**src/hw/rtl/kqt_pkg.sv**
```systemverilog
`default_nettype none
// ----------------------------------------------------------------------------
// kqt_pkg
// Shared types and constants of the keyed quantity table: table size,
// operation and status codes, the word formats and the lookup summary.
// ----------------------------------------------------------------------------
package kqt_pkg;

  localparam int CAPACITY = 16;
  localparam int IDX_W    = $clog2(CAPACITY);
  localparam int CNT_W    = $clog2(CAPACITY + 1);
  localparam int ENTRY_W  = 5;

  localparam logic [1:0] MODE_ADD    = 2'd0;
  localparam logic [1:0] MODE_REMOVE = 2'd1;
  localparam logic [1:0] MODE_GET    = 2'd2;
  localparam logic [1:0] MODE_CLEAR  = 2'd3;

  localparam logic [1:0] ST_OK           = 2'd0;
  localparam logic [1:0] ST_NOT_FOUND    = 2'd1;
  localparam logic [1:0] ST_INSUFFICIENT = 2'd2;
  localparam logic [1:0] ST_FULL         = 2'd3;

  typedef struct packed {
    logic [1:0]  mode;
    logic [31:0] item_id;
    logic [31:0] amount;
  } req_t;

  typedef struct packed {
    logic [1:0]         status;
    logic [31:0]        stored_quantity;
    logic [ENTRY_W-1:0] entry_count;
  } rsp_t;

  // one slot of the table memory
  typedef struct packed {
    logic [31:0] item_id;
    logic [31:0] amount;
  } slot_t;

  // outcome of the slot search
  typedef struct packed {
    logic        hit;
    logic        free_found;
    logic [31:0] amount;
  } scan_t;

  // what the update stage does to the table
  typedef struct packed {
    logic [1:0]       status;
    logic [31:0]      qty;
    logic             wr_en;
    logic [31:0]      wr_amount;
    logic             set_valid;
    logic             clr_valid;
    logic             clear_all;
    logic [CNT_W-1:0] count_next;
  } upd_t;

endpackage
`default_nettype wire

```
**src/hw/rtl/kqt_ram.sv**
```systemverilog
`default_nettype none
// ----------------------------------------------------------------------------
// kqt_ram
// Generic single-write, single-read synchronous RAM with registered read.
// ----------------------------------------------------------------------------
module kqt_ram #(
  parameter int WIDTH = 64,
  parameter int DEPTH = 16
) (
  input  wire logic                     clk,
  input  wire logic                     we,
  input  wire logic [$clog2(DEPTH)-1:0] waddr,
  input  wire logic [WIDTH-1:0]         wdata,
  input  wire logic                     re,
  input  wire logic [$clog2(DEPTH)-1:0] raddr,
  output logic      [WIDTH-1:0]         rdata
);

  logic [WIDTH-1:0] mem [DEPTH];

  always_ff @(posedge clk) begin
    if (we) begin
      mem[waddr] <= wdata;
    end
    if (re) begin
      rdata <= mem[raddr];
    end
  end

endmodule
`default_nettype wire

```
**src/hw/rtl/kqt_upd.sv**
```systemverilog
`default_nettype none
// ----------------------------------------------------------------------------
// kqt_upd
// Update stage: from the operation and the search outcome, works out the
// status, reported quantity, the slot write and the new entry count.
// ----------------------------------------------------------------------------
module kqt_upd (
  input  wire  kqt_pkg::req_t             req,
  input  wire  kqt_pkg::scan_t            scan,
  input  wire  logic [kqt_pkg::CNT_W-1:0] occ,
  output kqt_pkg::upd_t                   upd
);
  import kqt_pkg::*;

  logic [32:0] sum;
  logic [31:0] diff;

  assign sum  = {1'b0, scan.amount} + {1'b0, req.amount};
  assign diff = scan.amount - req.amount;

  always_comb begin
    upd            = '0;
    upd.status     = ST_OK;
    upd.count_next = occ;
    case (req.mode)
      MODE_ADD: begin
        if (scan.hit) begin
          // saturate on carry out
          upd.wr_en     = 1'b1;
          upd.wr_amount = sum[32] ? '1 : sum[31:0];
          upd.qty       = upd.wr_amount;
        end else if (scan.free_found) begin
          upd.wr_en      = 1'b1;
          upd.wr_amount  = req.amount;
          upd.set_valid  = 1'b1;
          upd.qty        = req.amount;
          upd.count_next = occ + CNT_W'(1);
        end else begin
          upd.status = ST_FULL;
        end
      end
      MODE_REMOVE: begin
        if (!scan.hit) begin
          upd.status = ST_NOT_FOUND;
        end else if (scan.amount < req.amount) begin
          upd.status = ST_INSUFFICIENT;
          upd.qty    = scan.amount;
        end else begin
          upd.wr_en     = 1'b1;
          upd.wr_amount = diff;
          upd.qty       = diff;
          if (diff == 32'd0) begin
            upd.clr_valid  = 1'b1;
            upd.count_next = occ - CNT_W'(1);
          end
        end
      end
      MODE_GET: begin
        if (scan.hit) begin
          upd.qty = scan.amount;
        end else begin
          upd.status = ST_NOT_FOUND;
        end
      end
      MODE_CLEAR: begin
        upd.clear_all  = 1'b1;
        upd.count_next = '0;
      end
      default: begin
        upd.status = ST_OK;
      end
    endcase
  end

endmodule
`default_nettype wire

```
**src/hw/rtl/keyed_quantity_table.sv**
```systemverilog
`default_nettype none
// ----------------------------------------------------------------------------
// keyed_quantity_table
// Table of item id / quantity pairs with add, remove, get and clear.
// ----------------------------------------------------------------------------
// Usage: a request word (mode, item_id, amount) enters on req_valid/req_stall
// and exactly one response word (status, stored_quantity, entry_count) leaves
// on rsp_valid/rsp_stall for each request, in order.
// Slots live in a RAM with a registered read; occupancy is kept in a
// flip-flop vector. Each lookup walks the slots one per cycle, stopping at the
// first match, or walks all CAPACITY slots when there is none. A request is
// taken only in the idle state, so the next request waits until the current
// result has been handed to the output register: the serial slot walk over
// the single RAM read port sets the rate. Clear skips the walk and goes
// straight to the update state.
// Reset empties all slots and zeroes the entry count; slot contents are not
// cleared. The response sits in an output register: a new request is taken
// while it waits, and a finished result that cannot be handed over because
// rsp_stall is high is held until the register frees up.
// ----------------------------------------------------------------------------
module keyed_quantity_table (
  input  wire  logic           clk,
  input  wire  logic           rst,
  input  wire  logic           req_valid,
  output logic                 req_stall,
  input  wire  kqt_pkg::req_t  req,
  output logic                 rsp_valid,
  input  wire  logic           rsp_stall,
  output kqt_pkg::rsp_t        rsp
);
  import kqt_pkg::*;

  localparam logic [1:0] S_IDLE = 2'd0;
  localparam logic [1:0] S_SCAN = 2'd1;
  localparam logic [1:0] S_UPD  = 2'd2;
  localparam logic [1:0] S_RESP = 2'd3;

  logic [1:0]          state;
  logic [CAPACITY-1:0] valid;
  logic [CNT_W-1:0]    occ;
  req_t                cur;
  logic [CNT_W-1:0]    issue_cnt;
  logic                chk_vld;
  logic [IDX_W-1:0]    chk_idx;
  logic                hit;
  logic [IDX_W-1:0]    hit_idx;
  logic [31:0]         hit_amt;
  logic                free_found;
  logic [IDX_W-1:0]    free_idx;
  rsp_t                pend;

  logic                accept;
  logic                rsp_free;
  logic                rd_en;
  slot_t               rd_data;
  logic                match;
  logic [IDX_W-1:0]    wr_idx;
  slot_t               wr_data;
  scan_t               scan;
  upd_t                upd;
  rsp_t                res;

  assign req_stall = (state != S_IDLE);
  assign accept    = req_valid && !req_stall;
  assign rsp_free  = !rsp_valid || !rsp_stall;

  assign rd_en = (state == S_SCAN) && (issue_cnt < CNT_W'(CAPACITY));
  assign match = chk_vld && valid[chk_idx] && (rd_data.item_id == cur.item_id);

  assign wr_idx          = hit ? hit_idx : free_idx;
  assign wr_data.item_id = cur.item_id;
  assign wr_data.amount  = upd.wr_amount;

  assign scan.hit        = hit;
  assign scan.free_found = free_found;
  assign scan.amount     = hit_amt;

  assign res.status          = upd.status;
  assign res.stored_quantity = upd.qty;
  assign res.entry_count     = ENTRY_W'(upd.count_next);

  kqt_ram #(
    .WIDTH ($bits(slot_t)),
    .DEPTH (CAPACITY)
  ) u_slots (
    .clk   (clk),
    .we    ((state == S_UPD) && upd.wr_en),
    .waddr (wr_idx),
    .wdata (wr_data),
    .re    (rd_en),
    .raddr (issue_cnt[IDX_W-1:0]),
    .rdata (rd_data)
  );

  kqt_upd u_upd (
    .req  (cur),
    .scan (scan),
    .occ  (occ),
    .upd  (upd)
  );

  // search and control
  always_ff @(posedge clk) begin
    if (rst) begin
      state      <= S_IDLE;
      valid      <= '0;
      occ        <= '0;
      chk_vld    <= 1'b0;
      issue_cnt  <= '0;
      hit        <= 1'b0;
      free_found <= 1'b0;
    end else begin
      chk_vld <= rd_en;
      if (rd_en) begin
        chk_idx   <= issue_cnt[IDX_W-1:0];
        issue_cnt <= issue_cnt + CNT_W'(1);
      end
      case (state)
        S_IDLE: begin
          if (accept) begin
            cur        <= req;
            issue_cnt  <= '0;
            hit        <= 1'b0;
            free_found <= 1'b0;
            state      <= (req.mode == MODE_CLEAR) ? S_UPD : S_SCAN;
          end
        end
        S_SCAN: begin
          if (chk_vld) begin
            if (match) begin
              hit     <= 1'b1;
              hit_idx <= chk_idx;
              hit_amt <= rd_data.amount;
              state   <= S_UPD;
            end else begin
              // remember the lowest empty slot for a claim
              if (!valid[chk_idx] && !free_found) begin
                free_found <= 1'b1;
                free_idx   <= chk_idx;
              end
              if (chk_idx == IDX_W'(CAPACITY - 1)) begin
                state <= S_UPD;
              end
            end
          end
        end
        S_UPD: begin
          occ <= upd.count_next;
          if (upd.clear_all) begin
            valid <= '0;
          end else if (upd.set_valid) begin
            valid[wr_idx] <= 1'b1;
          end else if (upd.clr_valid) begin
            valid[wr_idx] <= 1'b0;
          end
          state <= rsp_free ? S_IDLE : S_RESP;
        end
        S_RESP: begin
          if (rsp_free) begin
            state <= S_IDLE;
          end
        end
        default: begin
          state <= S_IDLE;
        end
      endcase
    end
  end

  always_ff @(posedge clk) begin
    if (state == S_UPD) begin
      pend <= res;
    end
  end

  // output register
  always_ff @(posedge clk) begin
    if (rst) begin
      rsp_valid <= 1'b0;
    end else if (rsp_free) begin
      if (state == S_UPD) begin
        rsp_valid <= 1'b1;
        rsp       <= res;
      end else if (state == S_RESP) begin
        rsp_valid <= 1'b1;
        rsp       <= pend;
      end else begin
        rsp_valid <= 1'b0;
      end
    end
  end

`ifndef SYNTHESIS
  a_count_bound: assert property (@(posedge clk) disable iff (rst)
    occ <= CNT_W'(CAPACITY))
    else $error("entry count above capacity");

  a_count_matches_valid: assert property (@(posedge clk) disable iff (rst)
    $countones(valid) == int'(occ))
    else $error("entry count disagrees with occupied slots");

  a_hit_slot_occupied: assert property (@(posedge clk) disable iff (rst)
    (state == S_UPD) && hit |-> valid[hit_idx])
    else $error("matched slot is not occupied");

  a_lookup_starts_scan: assert property (@(posedge clk) disable iff (rst)
    accept && (req.mode != MODE_CLEAR) |=> (state == S_SCAN))
    else $error("lookup request did not start the slot walk");
`endif

endmodule
`default_nettype wire
```
**config.mk**
```make
export PLATFORM = sky130hd
export DESIGN_NAME = keyed_quantity_table
export DESIGN_NICKNAME = d
export VERILOG_FILES = /design/src/hw/rtl/kqt_pkg.sv /design/src/hw/rtl/kqt_ram.sv /design/src/hw/rtl/kqt_upd.sv /design/src/hw/rtl/keyed_quantity_table.sv
export SDC_FILE = /design/constraint.sdc
export NUM_CORES = 1
export LEC_CHECK = 0
export BUFFER_PORTS_ARGS = -buffer_cell sky130_fd_sc_hd__buf_2
export CORE_MARGIN = 8
export CORE_UTILIZATION = 36
export CTS_BUF_LIST = sky130_fd_sc_hd__clkbuf_16
export CTS_CLUSTER_DIAMETER = 200
export DETAILED_ROUTE_END_ITERATION = 10
export PLACE_DENSITY = 0.52
export SETUP_SLACK_MARGIN = 0.02
export SLEW_MARGIN = 20
export SYNTH_ARGS = -nofsm -noshare
export SYNTH_HDL_FRONTEND = slang
export SYNTH_SLANG_ARGS = --single-unit
```
**constraint.sdc**
```tcl
create_clock -name clk -period 8.71 [get_ports clk]
set_input_delay 0.871 -clock clk [delete_from_list [all_inputs] [get_ports clk]]
set_output_delay 0.871 -clock clk [all_outputs]
set_load 0.01 [all_outputs]
```
=== Word level (Yosys, flattened, before mapping) ===
Memory sizes are Yosys's and may differ from the RTL's. A register that Yosys moved wholly into a read port is not among the register bits.
Index checks and enable logic that the tools add are counted.

* Register bits after elaboration: 220
* Bits in writable memories: 1024
* Bits of input ports: 70
* Output and inout bits: 41
* Logic and storage cells: 142
* Memories: 1

* Add/subtract/negate cells: 5
* $lt $le $gt $ge: 5
* Equal/unequal tests: 16
* Multiplexer cells: 60
* Bitwise operators: 5
* Reductions and logical operators: 29

{| class="wikitable"
|+ Memories
! memory !! depth !! width !! rd ports !! clocked after memory_dff !! wr ports !! line !! RTL
|-
| u_slots.mem || 16 || 64 || 1 || 1 || 1 || kqt_ram.sv:19 || <nowiki>logic [WIDTH-1:0] mem [DEPTH];</nowiki>
|}

{| class="wikitable"
|+ Operators by type and width
! kind !! number
|-
| 65-bit 2-to-1 mux || 2
|-
| 34-bit one-hot mux with 3 select lines || 1
|-
| 32-bit 2-to-1 mux || 3
|-
| 39-bit 2-to-1 mux || 2
|-
| 66-bit 2-to-1 mux || 1
|-
| 33-bit one-hot mux with 2 select lines || 1
|-
| 16-bit 2-to-1 mux || 3
|-
| 5-bit 2-to-1 mux || 8
|-
| 32-bit by 32-bit adder with 33-bit output || 1
|-
| 33-bit 2-to-1 mux || 1
|-
| 32-bit equality test || 1
|-
| 32-bit zero test || 1
|-
| 32-bit less-than comparator || 1
|-
| 32-bit subtractor || 1
|-
| 2-bit 2-to-1 mux || 11
|-
| 1-bit 2-to-1 mux || 20
|-
| 16-bit bitwise AND || 1
|-
| 16-bit NOT || 1
|-
| 16-bit bitwise OR || 1
|-
| 5-bit one-hot mux with 3 select lines || 1
|-
| 4-bit AND reduction || 3
|-
| 5-bit by 1-bit adder with 5-bit output (second input constant) || 2
|-
| 2-bit equality test (second input constant) || 5
|-
| 4-bit by 5-bit less-than comparator with 1-bit output (second input constant) || 2
|-
| 23 further kinds || 46
|}

=== Depth between registers and ports, before layout ===
Gate-level depths: netlist of run 1.

* Depth in word-level cells: 10
* Gate-level depth with buffers: 16
* Depth with buffers taken out: 14

=== Hierarchy ===
A second synthesis of run 1 with hierarchy kept.

* Cells, all modules: 2995
* Area, all modules: 53364.9 µm²

{| class="wikitable"
|+ Modules (own cells, without submodules)
! module !! times used !! cells each !! area an instance (µm²)
|-
| kqt_ram || 1 || 1647 || 40222.3
|-
| keyed_quantity_table || 1 || 575 || 8134.1
|-
| kqt_upd || 1 || 773 || 5008.6
|}

=== Least setup slack after synthesis of run 1 ===
Ideal clock, no wire load.

* Path kind: input to register
* Start point: input rst
* End point: register cur[0] in the netlist's numbering, enable pin
* Setup time: 0.571 ns
* Data arrival time: 5.785 ns
* Data required time: 8.139 ns
* Slack: 2.353 ns
* Stages on the path: 3
* Buffers on the path: 2
* Path through: clkbuf_1 clkbuf_1 nor3_1

* Longest elaborated chain between the ends: 2

{| class="wikitable"
|+ Ends and longest elaborated chain
! element !! line !! RTL
|-
| start, declared || keyed_quantity_table.sv:23 || <nowiki>input wire logic rst,</nowiki>
|-
| 1-bit NOT (no line) || -- ||
|-
| 3-bit AND reduction (no line) || -- ||
|-
| end signal, assigned || keyed_quantity_table.sv:121 || <nowiki>cur <= req;</nowiki>
|-
| end, declared || keyed_quantity_table.sv:41 || <nowiki>req_t cur;</nowiki>
|}

Every way passes these cells.
A chain may end at the register's enable or synchronous reset.

=== Worst setup path after layout of run 1 ===
* Start point: register cur[0] in the netlist's numbering
* End point: memory u_slots.mem[1][28], enable pin

* Longest elaborated chain between the ends: 7

{| class="wikitable"
|+ Ends and longest elaborated chain
! element !! line !! RTL
|-
| 32-bit less-than comparator || kqt_upd.sv:45 || <nowiki>end else if (scan.amount < req.amount) begin</nowiki>
|-
| 33-bit 2-to-1 mux || kqt_upd.sv:45 ||
|-
| 65-bit 2-to-1 mux || kqt_upd.sv:43 || <nowiki>if (!scan.hit) begin</nowiki>
|-
| 33-bit one-hot mux with 2 select lines || kqt_upd.sv:25 || <nowiki>case (req.mode)</nowiki>
|-
| 1-bit logical AND || keyed_quantity_table.sv:87 || <nowiki>.we ((state == S_UPD) && upd.wr_en),</nowiki>
|-
| 1-bit 2-to-1 mux || kqt_ram.sv:22 || <nowiki>if (we) begin</nowiki>
|-
| 1-bit 2-to-1 mux (not written as such) || kqt_ram.sv:23 || <nowiki>mem[waddr] <= wdata;</nowiki>
|-
| end, declared || kqt_ram.sv:19 ||
|}

Every way passes these cells.

==> results.md, run 1 <==
* Status: complete, no violations
* Maximum clock insertion buffer count at 3
* Chip width at 403 um
* Hold_buf cts at 0
* Initial antenna violation count at 0
* Max FO, Critical Path at 34
* Final Hold Viols at 0
* Die Height at 403 um
* Worst setup path category: reg -> reg
* Synthesized area at 54000 um2
* Synth top cells by count: 1276 x edfxtp_1, 325 x mux4_2, 136 x nor2_1, 130 x nand2_1, 103 x a21oi_1
* Final Core Density at 41.3%
* Synth unique cells at 85
* RD Place Congestion at 0.868
* Drt drc at 0
* Tot GR Track Use at 17.0%
* Setup slack, reg-to-reg at 2450 ps
* Fill cell count at 13224
* Post-DP HPWL at 85200 um
* Post-synthesis sequential area ratio at 72.1%
* Main area contributors after synthesis: edfxtp_1 71%, mux4_2 14%, ha_1 1.6%, dfxtp_1 1.2%, xnor2_1 1.2%
* Layout cells sized above 1 at 23.8%
* Synthesized instance count at 2909
* Largest net degree at the start of global routing at 93
* WP data arrival at 6620 ps
* RSZ-0062 raised after global routing: false
* CTS buffer count at 140
* CP max stage delay at 870 ps
* Lkg Pwr at 20.4 nW
* Setup TNS at 0 ps
* Avg WL per Cell at 27.1 um
* Post-CTS Setup Bufs at 0
* Startpoint Class: flip-flop
* Total grt overflow at 0
* Via count at 28119
* Design Area, Final at 61800 um2
* Max VDD drop at 190 uV
* Actual slew at the worst max-slew pin at 1160 ps
* Ys flop type: edfxtp_1
* Ratio of final minimum period to clock period at 71.9%
* Min cycle time layout at 6260 ps
* Number of synthesized flops with an enable pin at 1276
* I/O pin total at 111
* PD cells at 216 nW/um2
* CP required at 9070 ps
* Row cnt at 142
* Yosys warning total at 0
* IO Port Bufs at 110
* CP endpoint kind: flip-flop
* Synth top area share at 71.0%
* Min-delay worst type: in -> reg
* Syn_nets at 3049
* Global-route wire length before repair at 206000 um
* CTS root buffer: clkbuf_16
* # nets final at 3210
* Area delta synth->final at 14.4%
* Crit-path cells: ha_1 > fa_1 > nor2b_1 > o2111ai_2 > a211oi_1 > o211ai_2 > nand2_1 > a31o_2 > o21ai_0 > a211oi_1 > nand2_1 > nor2_4 > buf_4 > buf_4
* Clk slew on worst S/H paths at 60 ps
* Fin Clk Skew at 36.1 ps
* Most common cell in the synthesized netlist: edfxtp_1
* Final Max Slew Viols at 0
* Final setup fails at 0
* Vias in the first global route at 29328
* Yosys reg bits at 1308
* Resize count post-CTS at 0
* Die ar. at 163000 um2
* CTS tree: yes
* Max frequency at 160 MHz
* H-tree Lvls at 4
* Core area at 149000 um2
* Final Hold Slack at 290 ps
* Starting density of the core at 36.1%
* Starting DRT DRC Count at 2487
* Drt total wl at 141000 um
* Worst skew pair latency at 760 ps
* Relative slew slack at 22.0%
* Syn Area/Cell at 18.6 um2
* DP Area at 57200 um2
* Max Cap Violations at 0
* Placed cell count at 4943
* Slowest library cell on the worst path: a211oi_1
* Non-filler cells, final at 5204
* DRT antenna net count at 0
* Largest area contributor in the netlist: edfxtp_1
* Drt via density at 5.40
* Async SR Flop Fraction at 0%
* Num Clock Sinks at 1308
* Drt first pass iters at 8
cell families (layout without fill, tap and decap cells):
group	after synthesis	count (layout)	synth area share, %
buf+inv	240	518	1.70
fa+ha+maj	70	70	1.65
flops	1308	1308	72.1
simple gates	445	445	3.92
xor+xnor	86	86	1.39
compound gates	417	417	5.28
other cells	0	1	0
mux	343	343	13.9
flip-flops by register name, indices dropped and copies added, names as in the netlist:
| signal | cells |
|---|---|
| free_idx | 4 |
| free_found | 1 |
| hit_amt | 32 |
| cur | 66 |
| state | 2 |
| chk_idx | 4 |
| occ | 5 |
| chk_vld | 1 |
| u_slots.rdata | 64 |
| pend | 39 |
| rsp | 39 |
| rsp_valid | 1 |
| issue_cnt | 5 |
| valid | 16 |
| hit_idx | 4 |
| u_slots.mem | 1024 |
| hit | 1 |
per-layer routing:
layer,part of all wire (%),track usage (%),vias up
li1,-,-,12211
met1,44,23.4,14846
met2,49,28.5,883
met3,4.8,2.61,179
met4,2.3,4.33,0
met5,0,0,-
cell type report:
type	count	area, um2	share of cell area (%)
diodes	1	2.50	0.00405
clock inverters	117	997	1.61
flip-flops and latches	1308	39000	63.1
clock buffers	142	3550	5.75
well taps	2016	2520	4.08
multi-input cells	1361	14300	23.2
inverters	93	352	0.569
repair buffers	166	1060	1.71
power breakdown:
group          internal (W)  switching, W  leakage [nW]
combinational      0.000245      0.000314          5.60
clock               0.00333       0.00249          2.36
sequential          0.00692     0.0000692          12.5
metrics by stage:
stage	total power, W	worst slack (ps)
after floorplan	0.00749	2350
after global routing	0.0138	2070
after CTS	0.0136	2380
final	0.0134	2450
after detailed placement	0.00769	2430
after global placement	0.00769	2480
worst max-delay path, delay by kind of cell, from the launching register on:
family	cells	cell delay [ps]
DFF	1	460
AOI/OAI and AO/OA	6	2340
and+or+nand+nor	4	1070
adders and majority gates	2	670
buffers and inverters	2	1250
cells in the final DEF, fill, tap and decap left out, types with 7 or more instances in the layout:
cell type	instances
nand4_1	23
a221o_1	7
a221oi_1	13
ha_1	68
nor3_1	23
nand3_1	25
a211oi_1	23
and2_1	14
nand2b_1	12
clkinv_2	25
nor2b_1	16
a21o_1	24
a211o_1	10
dfxtp_1	28
or3_1	9
o211ai_1	8
nor2_4	17
mux4_2	325
nor4_1	11
nand2_1	130
clkbuf_16	142
nor2_1	119
a31oi_1	32
bufinv_16	11
and3_1	8
buf_12	7
clkinv_1	29
mux2_2	14
o21bai_1	16
o31ai_1	11
buf_2	110
xor2_1	14
o21a_1	23
buf_4	49
edfxtp_1	1276
o22ai_1	7
inv_1	126
xnor2_1	72
a21oi_1	103
o21ai_0	61
path summary, 6_finish.rpt:
check / startpoint / end / cells past startpoint
setup / recovery: cur[0] / u_slots.mem[1][28] / 14
hold / removal: req[58] / cur[58] / 1
setup reg to reg: cur[0] / u_slots.mem[1][28] / 14
hold reg to reg: u_slots.rdata[1] / hit_amt[1] / 0
No activity file was read; power rests on OpenSTA's default activity.
==> run 2, diff against run 1 <==
--- a/config.mk
+++ b/config.mk
@@ -11,7 +11,7 @@
 export CTS_BUF_LIST = sky130_fd_sc_hd__clkbuf_16
 export CTS_CLUSTER_DIAMETER = 200
 export DETAILED_ROUTE_END_ITERATION = 10
-export PLACE_DENSITY = 0.52
+export PLACE_DENSITY = 0.53
 export SETUP_SLACK_MARGIN = 0.02
 export SLEW_MARGIN = 20
 export SYNTH_ARGS = -nofsm -noshare
==> constraint.sdc (replaced) <==
create_clock -name clk -period 5.6 [get_ports clk]
set_input_delay 0.56 -clock clk [delete_from_list [all_inputs] [get_ports clk]]
set_output_delay 0.56 -clock clk [all_outputs]
set_load 0.01 [all_outputs]
==> results.md, run 2 (synthesized netlist as in run 1, its figures left out) <==
* Status: complete, no violations
* RSZ-0062 raised after global routing: false
* Min cycle time layout at 4980 ps
* Tot GR Track Use at 17.4%
* Avg WL per Cell at 26.7 um
* Die Height at 403 um
* PD cells at 331 nW/um2
* Post-DP HPWL at 91100 um
* Fill cell count at 13061
* Commonest non-fill, non-tap cells in the layout: 1276 x edfxtp_1, 325 x mux4_2, 148 x clkbuf_16
* Crit-path cells: ha_1 > inv_1 > fa_1 > o21bai_1 > a21oi_1 > o21ai_0 > a2111oi_0 > buf_4 > a21oi_1 > o41a_1 > a221oi_2 > buf_12 > nand2_1 > a222oi_1 > inv_1
* Drt drc at 0
* Commonest non-fill, non-tap cell in the layout: edfxtp_1
* Lkg Pwr at 21.2 nW
* Layout cells sized above 1 at 25.1%
* Max Cap Violations at 0
* Relative slew slack at 25.4%
* Clk slew on worst S/H paths at 60 ps
* DRT antenna net count at 0
* Net switching power at 0.00450 W
* Worst skew pair latency at 760 ps
* Drt via density at 5.45
* CTS root buffer: clkbuf_16
* Max VDD drop at 294 uV
* Slowest library cell on the worst path: a2111oi_0
* Via count at 29167
* Drt total wl at 143000 um
* Initial antenna violation count at 1
* Final setup margin at 615 ps
* Max frequency at 201 MHz
* Total grt overflow at 0
* Comb pwr share at 4.6%
* CTS buffer count at 143
* Final Core Density at 42.5%
* CP required at 5960 ps
* Area of the multi-input gates at 14300 um2
* Row cnt at 142
* Global-route wire length before repair at 210000 um
* Core area at 149000 um2
* Reg with most FFs: u_slots.mem
* # nets final at 3357
* H-tree Lvls at 4
* Final Max Slew Viols at 0
* Seq pwr share at 51.5%
* Setup TNS at 0 ps
* Clock share of power at 43.9%
* Final Hold Slack at 78.8 ps
* Worst setup path category: reg -> reg
* Max reg flops at 1024
* Resize count post-CTS at 0
* Regs by FF count: u_slots.mem (1024), cur (66), u_slots.rdata (64)
* Switch share at 21.4%
* CTS tree: yes
* Final setup fails at 0
* Vias in the first global route at 30214
* Maximum clock insertion buffer count at 3
* Startpoint Class: flip-flop
* WP data arrival at 5350 ps
* RD Place Congestion at 0.915
* Post-CTS Setup Bufs at 0
* Setup WS pre-CTS at 717 ps
* Starting density of the core at 36.1%
* Num Clock Sinks at 1308
* Final Hold Viols at 0
* Largest net degree at the start of global routing at 95
* IO Port Bufs at 110
* CP endpoint kind: flip-flop
* Chip width at 403 um
* Drt first pass iters at 7
* Die ar. at 163000 um2
* Min-delay worst type: in -> reg
* Area delta synth->final at 17.7%
* Max FO, Critical Path at 20
* Actual slew at the worst max-slew pin at 1100 ps
* I/O pin total at 111
* DP Area at 58200 um2
* Ratio of final minimum period to clock period at 89.0%
* Design Area, Final at 63600 um2
* FF+latch area at 39000 um2
* Pint at 0.0166 W
* Fin Clk Skew at 35.7 ps
* Starting DRT DRC Count at 2427
* CP max stage delay at 520 ps
==> run 2: what timing repair did <==
| action | in CTS | in global routing |
|---|---|---|
| setup endpoints to repair | 0 | 0 |
| hold buffers | 65 | 0 |
| endpoints found under the hold margin | 65 | 0 |
==> run 2: worst paths after layout <==
kind	from	end	slack [ps]	cells after the start
min	req[46]	cur[46]	80	1
min reg2reg	u_slots.rdata[21]	hit_amt[21]	420	0
max	cur[0]	u_slots.mem[5][7]	620	15
max reg2reg	cur[0]	u_slots.mem[5][7]	620	15
==> run 2: power by group through the flow <==
stage               combinational [W]  sequential, W  clock [W]
CTS                          0.000974         0.0109    0.00948
floorplan                    0.000628         0.0110          0
detailed placement           0.000933         0.0111          0
global route                  0.00105         0.0109    0.00984
global placement             0.000930         0.0111          0
finish                       0.000973         0.0109    0.00924
==> run 2: routing by layer <==
layer | track usage [%] | wire length (um)
met4 | 4.27 | 3240
met3 | 2.78 | 7580
met1 | 23.6 | 61500
met5 | 0 | 0
met2 | 29.4 | 70600
==> run 2: critical path, delay by kind of cell (launching register included) <==
kind / cells / cell delay (ps)
buffers and inverters: 4 / 900
DFF: 1 / 450
AOI/OAI and AO/OA: 8 / 2680
and+or+nand+nor: 1 / 70
adders and majority gates: 2 / 460
==> run 2: layout make-up <==
| type | count | area share, % |
|---|---|---|
| Tap cell | 2016 | 3.97 |
| Sequential cell | 1308 | 61.3 |
| Clock inverter | 114 | 1.47 |
| Antenna cell | 2 | 0.00787 |
| Clock buffer | 148 | 5.83 |
| Timing Repair Buffer | 310 | 4.40 |
| Inverter | 93 | 0.553 |
| Multi-Input combinational cell | 1361 | 22.5 |
==> run 2: through the flow <==
stage / total power, W / instances
6_report: 0.0211 / 5352
4_1_cts: 0.0213 / 5349
2_1_floorplan: 0.0117 / 2909
3_3_place_gp: 0.0120 / 5022
5_1_grt: 0.0217 / 5350
3_5_place_dp: 0.0120 / 5022
==> run 3, diff against run 2 <==
--- a/config.mk
+++ b/config.mk
@@ -5,11 +5,13 @@
 export SDC_FILE = /design/constraint.sdc
 export NUM_CORES = 1
 export LEC_CHECK = 0
+export ABC_AREA = 1
 export BUFFER_PORTS_ARGS = -buffer_cell sky130_fd_sc_hd__buf_2
 export CORE_MARGIN = 8
 export CORE_UTILIZATION = 36
 export CTS_BUF_LIST = sky130_fd_sc_hd__clkbuf_16
 export CTS_CLUSTER_DIAMETER = 200
+export CTS_CLUSTER_SIZE = 16
 export DETAILED_ROUTE_END_ITERATION = 10
 export PLACE_DENSITY = 0.53
 export SETUP_SLACK_MARGIN = 0.02
==> results.md, run 3 <==
* Via count at 36452
* Routing usage on met3 at 2.37%
* Ys flop type: edfxtp_1
* Largest net degree at the start of global routing at 201
* CP delay by family, top: simple AND/OR/NAND/NOR gates
* CP required at 5930 ps
* Synthesized area at 55500 um2
* Max reg flops at 1024
* Starting density of the core at 36.1%
* Vias in the first global route at 35046
* Comb pwr share at 9.4%
* Worst R2R Path Depth at 18
* Max VDD drop at 199 uV
* Fill cell count at 14599
* Row cnt at 144
* Synth unique cells at 56
* Actual slew at the worst max-slew pin at 953 ps
* Drt drc at 0
* Drt via density at 5.31
* Status: complete, no violations
* Commonest non-fill, non-tap cell in the layout: edfxtp_1
* Area delta synth->final at 10.8%
* Startpoint Class: flip-flop
* Switch share at 24.7%
* Post-DP HPWL at 94400 um
* R2r endpoint: u_slots.mem[11][57]
* Ratio of final minimum period to clock period at 74.3%
* Largest area contributor in the netlist: edfxtp_1
* RSZ-0062 raised after global routing: false
* Post-CTS Setup Bufs at 0
* Yosys warning total at 0
* Met2 GRT Util at 29.5%
* Layout cells sized above 1 at 7.85%
* Syn Area/Cell at 11.7 um2
* Global-route wire length before repair at 231000 um
* DP Area at 58600 um2
* Pint at 0.0144 W
* Min-delay worst type: in -> reg
* Cell count along the critical path at 18
* Worst setup path category: reg -> reg
* IO Port Bufs at 110
* Synth top area share at 69.1%
* CTS buffer count at 91
* CTS root buffer: clkbuf_16
* Resize count post-CTS at 0
* Post-synthesis sequential area ratio at 70.3%
* DRT antenna net count at 0
* Total grt overflow at 0
* Relative slew slack at 36.3%
* Hold path endpoint: cur[9]
* CTS tree: yes
* Drt first pass iters at 6
* Worst skew pair latency at 710 ps
* Setup TNS at 0 ps
* Max FO, Critical Path at 30
* Number of synthesized flops with an enable pin at 1276
* CP endpoint kind: flip-flop
* Drt total wl at 156000 um
* Hold-critical path depth at 1
* Async SR Flop Fraction at 0%
* Busiest layer in global routing: met2
* Chip width at 408 um
* I/O pin total at 111
* Net switching power at 0.00471 W
* Synth top cells by count: 1276 x edfxtp_1, 697 x nor2_1, 671 x nand2_1, 596 x o21ai_0, 288 x inv_1
* Slowest library cell on the worst path: buf_4
* Lkg Pwr at 21.0 nW
* Maximum clock insertion buffer count at 3
* Clk slew on worst S/H paths at 80 ps
* CP Launch Point: cur[0]
* PD cells at 311 nW/um2
* Met1 Use GR at 25.3%
* Top cell by count, worst path: nand2_1
* Max frequency at 240 MHz
* Min cycle time layout at 4160 ps
* Final Hold Viols at 0
* ANT cells at 0
* Fin Clk Skew at 26.6 ps
* Most common cell in the synthesized netlist: edfxtp_1
* R2R Path Start: cur[0]
* Hold Startpoint: req[9]
* Max Cap Violations at 0
* Core area at 154000 um2
* Regs by FF count: u_slots.mem (1024), cur (66), u_slots.rdata (64)
* Avg WL per Cell at 22.8 um
* Tot GR Track Use at 18.0%
* CP max stage delay at 560 ps
* Seq pwr share at 57.8%
* RD Place Congestion at 0.948
* Worst path bufs/invs at 3
* Num Clock Sinks at 1308
* Final Max Slew Viols at 0
* Syn_nets at 4874
* Commonest non-fill, non-tap cells in the layout: 1276 x edfxtp_1, 690 x nor2_1, 671 x nand2_1
* Hold_buf cts at 32
* Die Height at 408 um
* Synthesized instance count at 4734
* Die ar. at 167000 um2
* H-tree Lvls at 3
* Setup slack, reg-to-reg at 1440 ps
* Design Area, Final at 61400 um2
* # nets final at 4937
* Clock share of power at 32.7%
* Final setup fails at 0
* Reg with most FFs: u_slots.mem
* WP data arrival at 4490 ps
* Crit-path cells: ha_1 > fa_1 > inv_1 > nand3_1 > nand2_1 > nand2_1 > nand2_2 > nand2_1 > nand2_1 > nand4_2 > nand2_2 > nand2_2 > nor3_4 > inv_2 > nand2_1 > o21ai_4 > nor3_2 > buf_4
* Initial antenna violation count at 4
* Starting DRT DRC Count at 3114
* Yosys reg bits at 1308
* Main area contributors after synthesis: edfxtp_1 69%, o21ai_0 5.4%, nor2_1 4.7%, nand2_1 4.5%, nand3_1 2.0%
## run 3: changes by cell type after synthesis, sizes merged, moves of 150 or more
cell   previous run  this run
nor2            136       711
nand2           130       685
o21ai            66       599
mux4            325         0
inv              93       294
nand3            25       224
o22ai             7       157
## run 3: final cells by class
cell class | instances | area (um2) | area share (%)
Inverter | 296 | 1130 | 1.83
Timing Repair Buffer | 225 | 1770 | 2.88
Multi-Input combinational cell | 2875 | 14500 | 23.6
Clock buffer | 92 | 2300 | 3.75
Clock inverter | 20 | 188 | 0.306
Sequential cell | 1308 | 39000 | 63.4
Tap cell | 2044 | 2560 | 4.16
## run 3: cell families (layout without fill, tap and decap cells)
family          Yosys count  after routing  share of synthesized area, %
xor+xnor                 40             40                         0.632
flops                  1308           1308                          70.3
simple gates           1701           1701                          12.5
buf+inv                 551            633                          3.84
compound gates         1064           1064                          11.1
fa+ha+maj                70             70                          1.61
## run 3: worst max path at each step
stage | endpoint | slack, ps
after floorplan | u_slots.mem[10][0] | -1880
after detailed placement | u_slots.mem[11][58] | 1400
after global placement | u_slots.mem[11][53] | 1500
after CTS | u_slots.mem[11][57] | 1360
after global routing | rsp[11] | 1190
final | u_slots.mem[11][57] | 1440
## run 3: metrics by stage
step                std cells  power [W]  worst slack [ps]  hold WS (ps)  utilization (%)
floorplan                4734     0.0124             -1880           400                -
global placement         6712     0.0131              1500           401             38.2
detailed placement       6714     0.0131              1400           405             38.2
CTS                      6858     0.0193              1360          1.78             40.0
global route             6860     0.0198              1190          12.2             40.0
finish                   6860     0.0191              1440          52.4             40.0
## run 3: power by group through the flow
stage	registers [W]	logic (W)	clock network, W
finish	0.0110	0.00180	0.00625
global route	0.0111	0.00200	0.00674
CTS	0.0111	0.00181	0.00642
detailed placement	0.0113	0.00179	0
global placement	0.0113	0.00179	0
floorplan	0.0112	0.00116	0
## run 3: routing by layer
layer,vias to the layer above,share of wire (%)
met2,1050,47
met5,-,0
met3,211,5.4
li1,17032,-
met1,18159,45
met4,0,2.7
